[config.mk]
export PLATFORM = sky130hd
export DESIGN_NAME = cpu_alu_with_flags
export DESIGN_NICKNAME = d
export VERILOG_FILES = /design/src/sv/calu_pkg.sv /design/src/sv/calu_core.sv /design/src/sv/cpu_alu_with_flags.sv
export SDC_FILE = /design/constraint.sdc
export NUM_CORES = 1
export LEC_CHECK = 0
export BUFFER_PORTS_ARGS = -buffer_cell sky130_fd_sc_hd__buf_2
export CAP_MARGIN = 25
export CORE_UTILIZATION = 56
export DETAILED_ROUTE_END_ITERATION = 6
export PLACE_DENSITY = 0.87
export SLEW_MARGIN = 10
export SYNTH_ARGS = -nofsm -noshare
export SYNTH_HDL_FRONTEND = slang
export SYNTH_HIERARCHICAL = 1
export SYNTH_SLANG_ARGS = --single-unit
[constraint.sdc]
create_clock -name clk_i -period 3.7 [get_ports clk_i]
set_input_delay 0.74 -clock clk_i [delete_from_list [all_inputs] [get_ports clk_i]]
set_output_delay 0.74 -clock clk_i [all_outputs]
set_load 0.01 [all_outputs]
[src/sv/calu_pkg.sv]
`timescale 1ns / 1ps
// ----------------------------------------------------------------------------
// calu_pkg
// Shared types and operation codes for the flag-producing CPU ALU.
// ----------------------------------------------------------------------------
package calu_pkg;

  // Operation codes
  typedef enum logic [5:0] {
    ACT_ADD    = 6'd0,
    ACT_ADC    = 6'd1,
    ACT_SUB    = 6'd2,
    ACT_SBC    = 6'd3,
    ACT_AND    = 6'd4,
    ACT_XOR    = 6'd5,
    ACT_OR     = 6'd6,
    ACT_CP     = 6'd7,
    ACT_INC    = 6'd8,
    ACT_DEC    = 6'd9,
    ACT_DAA    = 6'd10,
    ACT_CPL    = 6'd11,
    ACT_CCF    = 6'd12,
    ACT_SCF    = 6'd13,
    ACT_RLCA   = 6'd14,
    ACT_RLA    = 6'd15,
    ACT_RRCA   = 6'd16,
    ACT_RRA    = 6'd17,
    ACT_RLC    = 6'd18,
    ACT_RRC    = 6'd19,
    ACT_RL     = 6'd20,
    ACT_RR     = 6'd21,
    ACT_SLA    = 6'd22,
    ACT_SRA    = 6'd23,
    ACT_SRL    = 6'd24,
    ACT_SWAP   = 6'd25,
    ACT_BIT    = 6'd26,
    ACT_RES    = 6'd27,
    ACT_SET    = 6'd28,
    ACT_ADD16  = 6'd29,
    ACT_ADDSP  = 6'd30,
    ACT_INC16  = 6'd31,
    ACT_DEC16  = 6'd32
  } action_e;

  // Decimal adjust corrections
  localparam logic [7:0] DAA_HI_FIX = 8'h60;
  localparam logic [7:0] DAA_LO_FIX = 8'h06;
  localparam logic [7:0] DAA_HI_MAX = 8'h99;
  localparam logic [3:0] DAA_LO_MAX = 4'h9;

  // Request: one operation with operands and incoming flags
  typedef struct packed {
    logic [5:0]  action;
    logic [15:0] operand_a;
    logic [15:0] operand_b;
    logic [2:0]  bit_index;
    logic        zero_in;
    logic        subtract_in;
    logic        half_in;
    logic        carry_in;
  } in_req_t;

  // Result: value and outgoing flags
  typedef struct packed {
    logic [15:0] value_out;
    logic        zero_out;
    logic        subtract_out;
    logic        half_out;
    logic        carry_out;
  } out_rsp_t;

endpackage

[src/sv/calu_core.sv]
`timescale 1ns / 1ps
// ----------------------------------------------------------------------------
// calu_core
// Combinational datapath: computes value and flags for one request.
// ----------------------------------------------------------------------------
module calu_core (
  input  calu_pkg::in_req_t  req_i,
  output calu_pkg::out_rsp_t rsp_o
);
  import calu_pkg::*;

  logic [7:0]  a;
  logic [7:0]  b;
  logic        cin;
  logic        t;
  logic [8:0]  sum9;
  logic [4:0]  hsum5;
  logic [8:0]  diff9;
  logic [4:0]  hdiff5;
  logic [7:0]  bmask;
  logic [7:0]  daa_v;
  logic        daa_c;
  logic [16:0] sum17;
  logic [12:0] sum13;
  logic [15:0] spsum;
  logic [8:0]  spbyte;
  logic [4:0]  spnib;
  logic [7:0]  bv;
  logic [15:0] v;
  logic        z;
  logic        n;
  logic        h;
  logic        c;

  assign a   = req_i.operand_a[7:0];
  assign b   = req_i.operand_b[7:0];
  assign cin = req_i.carry_in;

  // Carry/borrow in only for the with-carry forms
  assign t = ((req_i.action == ACT_ADC) || (req_i.action == ACT_SBC)) ? cin : 1'b0;

  // Byte adder and subtractor with nibble carries
  assign sum9   = {1'b0, a} + {1'b0, b} + {8'h00, t};
  assign hsum5  = {1'b0, a[3:0]} + {1'b0, b[3:0]} + {4'h0, t};
  assign diff9  = {1'b0, a} - {1'b0, b} - {8'h00, t};
  assign hdiff5 = {1'b0, a[3:0]} - {1'b0, b[3:0]} - {4'h0, t};

  // One-hot mask for bit test, reset and set
  assign bmask = 8'h01 << req_i.bit_index;

  // Decimal adjust after add or subtract
  always_comb begin
    daa_v = a;
    daa_c = cin;
    if (!req_i.subtract_in) begin
      if (cin || (a > DAA_HI_MAX)) begin
        daa_v = daa_v + DAA_HI_FIX;
        daa_c = 1'b1;
      end
      if (req_i.half_in || (a[3:0] > DAA_LO_MAX)) begin
        daa_v = daa_v + DAA_LO_FIX;
      end
    end else begin
      if (cin) begin
        daa_v = daa_v - DAA_HI_FIX;
      end
      if (req_i.half_in) begin
        daa_v = daa_v - DAA_LO_FIX;
      end
    end
  end

  // Word adds: HL + rr and SP + signed offset
  assign sum17  = {1'b0, req_i.operand_a} + {1'b0, req_i.operand_b};
  assign sum13  = {1'b0, req_i.operand_a[11:0]} + {1'b0, req_i.operand_b[11:0]};
  assign spsum  = req_i.operand_a + {{8{b[7]}}, b};
  assign spbyte = {1'b0, req_i.operand_a[7:0]} + {1'b0, b};
  assign spnib  = {1'b0, req_i.operand_a[3:0]} + {1'b0, b[3:0]};

  // Operation select; untouched flags pass through
  always_comb begin
    bv = a;
    v  = req_i.operand_a;
    z  = req_i.zero_in;
    n  = req_i.subtract_in;
    h  = req_i.half_in;
    c  = cin;
    case (req_i.action)
      ACT_ADD, ACT_ADC: begin
        bv = sum9[7:0]; v = {8'h00, bv};
        z = (bv == 8'h00); n = 1'b0; h = hsum5[4]; c = sum9[8];
      end
      ACT_SUB, ACT_SBC, ACT_CP: begin
        bv = (req_i.action == ACT_CP) ? a : diff9[7:0];
        v = {8'h00, bv};
        z = (diff9[7:0] == 8'h00); n = 1'b1; h = hdiff5[4]; c = diff9[8];
      end
      ACT_AND: begin
        bv = a & b; v = {8'h00, bv};
        z = (bv == 8'h00); n = 1'b0; h = 1'b1; c = 1'b0;
      end
      ACT_XOR: begin
        bv = a ^ b; v = {8'h00, bv};
        z = (bv == 8'h00); n = 1'b0; h = 1'b0; c = 1'b0;
      end
      ACT_OR: begin
        bv = a | b; v = {8'h00, bv};
        z = (bv == 8'h00); n = 1'b0; h = 1'b0; c = 1'b0;
      end
      ACT_INC: begin
        bv = a + 8'h01; v = {8'h00, bv};
        z = (bv == 8'h00); n = 1'b0; h = (a[3:0] == 4'hF);
      end
      ACT_DEC: begin
        bv = a - 8'h01; v = {8'h00, bv};
        z = (bv == 8'h00); n = 1'b1; h = (a[3:0] == 4'h0);
      end
      ACT_DAA: begin
        bv = daa_v; v = {8'h00, bv};
        z = (bv == 8'h00); h = 1'b0; c = daa_c;
      end
      ACT_CPL: begin
        bv = ~a; v = {8'h00, bv}; n = 1'b1; h = 1'b1;
      end
      ACT_CCF: begin
        v = {8'h00, a}; n = 1'b0; h = 1'b0; c = ~cin;
      end
      ACT_SCF: begin
        v = {8'h00, a}; n = 1'b0; h = 1'b0; c = 1'b1;
      end
      // Accumulator rotates always clear Z
      ACT_RLCA: begin
        v = {8'h00, a[6:0], a[7]}; z = 1'b0; n = 1'b0; h = 1'b0; c = a[7];
      end
      ACT_RLA: begin
        v = {8'h00, a[6:0], cin}; z = 1'b0; n = 1'b0; h = 1'b0; c = a[7];
      end
      ACT_RRCA: begin
        v = {8'h00, a[0], a[7:1]}; z = 1'b0; n = 1'b0; h = 1'b0; c = a[0];
      end
      ACT_RRA: begin
        v = {8'h00, cin, a[7:1]}; z = 1'b0; n = 1'b0; h = 1'b0; c = a[0];
      end
      // Prefixed rotates and shifts take Z from the result
      ACT_RLC: begin
        bv = {a[6:0], a[7]}; v = {8'h00, bv};
        z = (bv == 8'h00); n = 1'b0; h = 1'b0; c = a[7];
      end
      ACT_RRC: begin
        bv = {a[0], a[7:1]}; v = {8'h00, bv};
        z = (bv == 8'h00); n = 1'b0; h = 1'b0; c = a[0];
      end
      ACT_RL: begin
        bv = {a[6:0], cin}; v = {8'h00, bv};
        z = (bv == 8'h00); n = 1'b0; h = 1'b0; c = a[7];
      end
      ACT_RR: begin
        bv = {cin, a[7:1]}; v = {8'h00, bv};
        z = (bv == 8'h00); n = 1'b0; h = 1'b0; c = a[0];
      end
      ACT_SLA: begin
        bv = {a[6:0], 1'b0}; v = {8'h00, bv};
        z = (bv == 8'h00); n = 1'b0; h = 1'b0; c = a[7];
      end
      ACT_SRA: begin
        bv = {a[7], a[7:1]}; v = {8'h00, bv};
        z = (bv == 8'h00); n = 1'b0; h = 1'b0; c = a[0];
      end
      ACT_SRL: begin
        bv = {1'b0, a[7:1]}; v = {8'h00, bv};
        z = (bv == 8'h00); n = 1'b0; h = 1'b0; c = a[0];
      end
      ACT_SWAP: begin
        bv = {a[3:0], a[7:4]}; v = {8'h00, bv};
        z = (bv == 8'h00); n = 1'b0; h = 1'b0; c = 1'b0;
      end
      ACT_BIT: begin
        v = {8'h00, a}; z = ((a & bmask) == 8'h00); n = 1'b0; h = 1'b1;
      end
      ACT_RES: begin
        v = {8'h00, a & ~bmask};
      end
      ACT_SET: begin
        v = {8'h00, a | bmask};
      end
      // H from bit 11 carry, C from bit 15 carry, Z kept
      ACT_ADD16: begin
        v = sum17[15:0]; n = 1'b0; h = sum13[12]; c = sum17[16];
      end
      ACT_ADDSP: begin
        v = spsum; z = 1'b0; n = 1'b0; h = spnib[4]; c = spbyte[8];
      end
      ACT_INC16: begin
        v = req_i.operand_a + 16'h0001;
      end
      ACT_DEC16: begin
        v = req_i.operand_a - 16'h0001;
      end
      default: begin
        v = req_i.operand_a;
      end
    endcase
  end

  assign rsp_o.value_out    = v;
  assign rsp_o.zero_out     = z;
  assign rsp_o.subtract_out = n;
  assign rsp_o.half_out     = h;
  assign rsp_o.carry_out    = c;

endmodule

[src/sv/cpu_alu_with_flags.sv]
`timescale 1ns / 1ps
// ----------------------------------------------------------------------------
// cpu_alu_with_flags
// Flag-producing ALU of an 8-bit handheld CPU. A request carries an
// operation, two operands, a bit index and the current Z/N/H/C flags; the
// response carries the new value and flags. Every operation passes the input
// register and then the result register, with only the single-pass ALU
// datapath between them. One request is accepted every cycle while the
// output side does not stall; a stall on the output backs up through both
// registers, so in_stall_o follows out_stall_i once both stages hold a
// request.
// ----------------------------------------------------------------------------
module cpu_alu_with_flags (
  input  logic               clk_i,
  input  logic               rst_ni,
  input  logic               in_valid_i,
  output logic               in_stall_o,
  input  calu_pkg::in_req_t  in_req_i,
  output logic               out_valid_o,
  input  logic               out_stall_i,
  output calu_pkg::out_rsp_t out_rsp_o
);
  import calu_pkg::*;

  logic     s1_valid_q, s1_valid_d;
  in_req_t  s1_req_q;
  logic     s2_valid_q, s2_valid_d;
  out_rsp_t s2_rsp_q;
  out_rsp_t core_rsp;
  logic     s2_ready;
  logic     s1_ready;
  logic     in_take;
  logic     s1_move;

  // Stage readiness
  assign s2_ready = !s2_valid_q || !out_stall_i;
  assign s1_ready = !s1_valid_q || s2_ready;
  assign in_take  = in_valid_i && s1_ready;
  assign s1_move  = s1_valid_q && s2_ready;

  assign s1_valid_d = in_take || (s1_valid_q && !s2_ready);
  assign s2_valid_d = s1_move || (s2_valid_q && out_stall_i);

  // ALU datapath
  calu_core u_core (
    .req_i (s1_req_q),
    .rsp_o (core_rsp)
  );

  // Valid flags
  always_ff @(posedge clk_i or negedge rst_ni) begin
    if (!rst_ni) begin
      s1_valid_q <= 1'b0;
      s2_valid_q <= 1'b0;
    end else begin
      s1_valid_q <= s1_valid_d;
      s2_valid_q <= s2_valid_d;
    end
  end

  // Payload registers
  always_ff @(posedge clk_i) begin
    if (in_take) begin
      s1_req_q <= in_req_i;
    end
    if (s1_move) begin
      s2_rsp_q <= core_rsp;
    end
  end

  assign in_stall_o  = !s1_ready;
  assign out_valid_o = s2_valid_q;
  assign out_rsp_o   = s2_rsp_q;

  // A stall at the input only happens with both stages full
  a_stall_full: assert property (@(posedge clk_i) disable iff (!rst_ni)
    in_stall_o |-> (s1_valid_q && s2_valid_q))
    else $error("input stalled with a free stage");

  // A request held in stage one while the output stalls is not dropped
  a_s1_hold: assert property (@(posedge clk_i) disable iff (!rst_ni)
    (s1_valid_q && s2_valid_q && out_stall_i) |=> s1_valid_q)
    else $error("request lost in stage one");

  // A request in stage one with an empty output stage appears next cycle
  a_s1_advance: assert property (@(posedge clk_i) disable iff (!rst_ni)
    (s1_valid_q && !s2_valid_q) |=> s2_valid_q)
    else $error("request did not reach the output register");

  // Byte operations never produce a high byte
  a_byte_high: assert property (@(posedge clk_i) disable iff (!rst_ni)
    (s1_valid_q && (s1_req_q.action <= ACT_SET)) |-> (core_rsp.value_out[15:8] == 8'h00))
    else $error("byte operation with nonzero high byte");

endmodule
==> impl_metrics.tcl <==
set metrics [dict create \
    clock_power_share_pct 32.2 \
    hpwl_um 21400 \
    synth_edf_count 65 \
    worstPathCellList "buf_4 > buf_4 > nand4b_1 > buf_4 > o21a_1 > inv_1 > ha_1 > nand2b_1 > a21oi_1 > or4_4 > a21o_1 > xor2_1 > a221o_1 > or3_1" \
    status "complete, no violations" \
    synth_top_family_by_area "compound AO/OA/AOI/OAI gates" \
    p_comb_share_pct 37.5 \
    finalSetupViolCount 0 \
    synth.mux.area_fraction_pct 1.49 \
    drt_iter0_drc 1240 \
    synthCells 899 \
    start_util_pct 58.2 \
    vias 8240 \
    cts_tree "built" \
    fin_skew_ns 0.00584 \
    critPathRequiredTime_ns 3.80 \
    antenna_left 0 \
    cp_top_family "simple AND/OR/NAND/NOR gates" \
    routed_wirelength_um 28500 \
    fmax_mhz 276 \
    synth_top_cell_by_area "edfxtp_1" \
    design.die.area_mm2 0.0138 \
    hold_viol_final 0 \
    fin_cells 1186 \
    numCtsBuffers 9 \
    postSynthAreaPerCell_um2 8.30 \
    hold_buffers 0 \
    internal-power_mw 2.03 \
    grt_overflow_total 0 \
    synth-simple-area-share_pct 21.3 \
    design.core.area_mm2 0.0128 \
    hp-class "input pin to asynchronous set/reset pin" \
    antenna_found_initial 0 \
    placed_area_mm2 0.00836 \
    ctsRootBufferMaster "clkbuf_16" \
    cts_sinks 67 \
    grt_pass1_wl_um 43100 \
    synth_top_area_share_pct 26.1 \
    critPathMaxStageDelay_ns 0.45 \
    grt_pass1_vias 7475 \
    vdd_drop_max_mv 0.284 \
    min_period_ns 3.62 \
    worstSetupStartpointType "flop" \
    total_power_mw 3.14 \
    grtUsageTotal_pct 41.0 \
    cp.buffers_inverters 4 \
    grt_max_degree 47 \
    io_pins 71 \
    numPortBuffers 70 \
    rows 41 \
    seq_area_frac_synth_pct 26.8 \
    yosysWarningCount 6 \
    crit_top_cell "buf_4" \
    cp_slowest_cell "or4_4" \
    area_growth_pct 19.0 \
    wl_per_cell_um 24.0 \
    yosys-top-cells-count "nor2_1 (77), ha_1 (68), nand2_1 (66)" \
    netlist_area_mm2 0.00747 \
    worstPathMaxFanout 22 \
    design_area_mm2 0.00889 \
    via_per_inst 6.95 \
    finalMaxSlewViolations 0 \
    worst_hold_slack_ns 0.171 \
    powerDensity_mw_per_mm2 354 \
    switchingPower_mw 1.11 \
    cts_max_level 3 \
    synth_fa_ha_area_share_pct 12.5 \
    synth_xor_area_share_pct 7.46 \
    share_seq_of_total_power_pct 30.4 \
    syn_nets 1020 \
    tns_ns 0 \
    leakagePower_nw 3.64 \
    fin_nets 1130 \
    die_w_um 117 \
    route.detailed.drc 0 \
    end_kind "flop" \
    drv_cap 0 \
    clk_pin_slew_ns 0.06 \
    dieHeight_um 117 \
    firstDrtPassIters 7 \
    synth-main-ff-cell "edfxtp_1" \
    async_flop_share_pct 2.99 \
    cts.path.max_buffers 2 \
    cp.arrival_ns 3.72 \
    max-slew-margin-rel_pct 40.5 \
    layout-drive-gt1-share_pct 20.3 \
    synth_cell_types 82 \
    synth-compound-area-share_pct 25.2 \
    crit_type "flop to flop" \
    tightest_slew_ns 0.892 \
    dp_cells 1158 \
    clock_latency_ns 0.35 \
    synth-seq-cells 67 \
    period_share_pct 97.8 \
    n_antenna_cell 0 \
    sw_frac_of_total_pct 35.3 \
    netlist_top_cells_area "edfxtp_1 (26%), ha_1 (11%), xnor2_1 (5.2%)" \
    yosysMostFrequentCell "nor2_1" \
    globalplace.congestion 1.10 \
]
-- power groups by stage --
stage	Combinational, mW	Clock (mW)	Sequential, mW
after CTS	1.09	1.01	0.955
after global placement	1.07	0	0.968
after global routing	1.24	1.04	0.961
final	1.18	1.01	0.954
after floorplan	0.705	0	0.966
after detailed placement	1.08	0	0.971
-- path summary, 6_finish.rpt --
| path | startpoint | endpoint | slack [ns] | cells after the start |
|---|---|---|---|---|
| setup / recovery | s1_req_q[44] | out_rsp_o[11] | 0.08 | 14 |
| hold / removal | rst_ni | s1_valid_q | 0.17 | 1 |
| setup reg to reg | s1_req_q[44] | out_rsp_o[11] | 0.08 | 14 |
| hold reg to reg | s1_valid_q | out_valid_o | 0.51 | 1 |
| max in group asynchronous | rst_ni | out_valid_o | 3.43 | 1 |
| min in group clk_i | s1_valid_q | out_valid_o | 0.51 | 1 |
-- cells in the final DEF, fill, tap and decap left out, drive strengths merged, types with 5 or more instances in the layout --
master	instances
o21a	9
nor2b	11
a21oi	59
a221oi	15
nor3b	6
nor2	77
or3	9
edfxtp	65
inv	38
a211oi	8
a22oi	8
and2	10
a31oi	18
nor4	11
nor3	23
a32oi	5
clkbuf	9
o211ai	11
o21ai	63
xor2	17
mux2i	10
nand2b	17
nand3b	8
buf	158
xnor2	44
a21o	13
nand3	28
o22ai	12
nand4	13
nand2	66
clkinv	5
and3	11
ha	68
a221o	6
-- cell type report --
type	instances	area (µm²)
clock buffer	9	225
inverter	39	146
clock inverter	7	116
multi-input combinational	734	5150
sequential	67	2000
tap	172	215
timing repair buffer	158	1030
fill	1079	3940
-- metrics by stage --
stage / utilization [%] / worst slack [ns]
after floorplan: - / 0.0206
after detailed placement: 65.2 / -0.0179
after CTS: 67.9 / 0.00413
after global routing: 69.3 / -0.0479
final: 69.3 / 0.0796
after global placement: 65.2 / 0.0420
-- registers in the layout, summed over array words and instances (netlist names) --
signal       cells
out_rsp_o       20
out_valid_o      1
s1_req_q        45
s1_valid_q       1
-- repair_timing --
item,in CTS,in global routing
pin swaps,0,3
setup buffers,0,11
resized for setup,2,18
setup endpoints to repair,3,11
-- layer usage --
metal  track usage, %  vias to the layer above  share of wire [%]
met5                0                        -                  0
met4             18.8                        0                5.1
met3             10.1                      130                 14
met2             60.2                      678                 42
met1             56.7                     3825                 39
li1                 -                     3607                  -
-- worst reg2reg max path, stage by stage, from the launching register on --
cell,delay [ns]
edfxtp_1,0.42
buf_4,0.16
buf_4,0.20
nand4b_1,0.21
buf_4,0.18
o21a_1,0.16
inv_1,0.05
ha_1,0.27
nand2b_1,0.09
a21oi_1,0.11
or4_4,0.45
a21o_1,0.20
xor2_1,0.16
a221o_1,0.36
or3_1,0.36
-- cells by family (layout without fill, tap and decap cells) --
group / count (synthesis) / count (layout)
fa+ha+maj: 72 / 72
buf+inv: 98 / 213
mux: 11 / 11
flops: 67 / 67
simple gates: 310 / 310
compound gates: 279 / 279
xor+xnor: 62 / 62
Note: power is estimated with default switching activity, not from simulation.
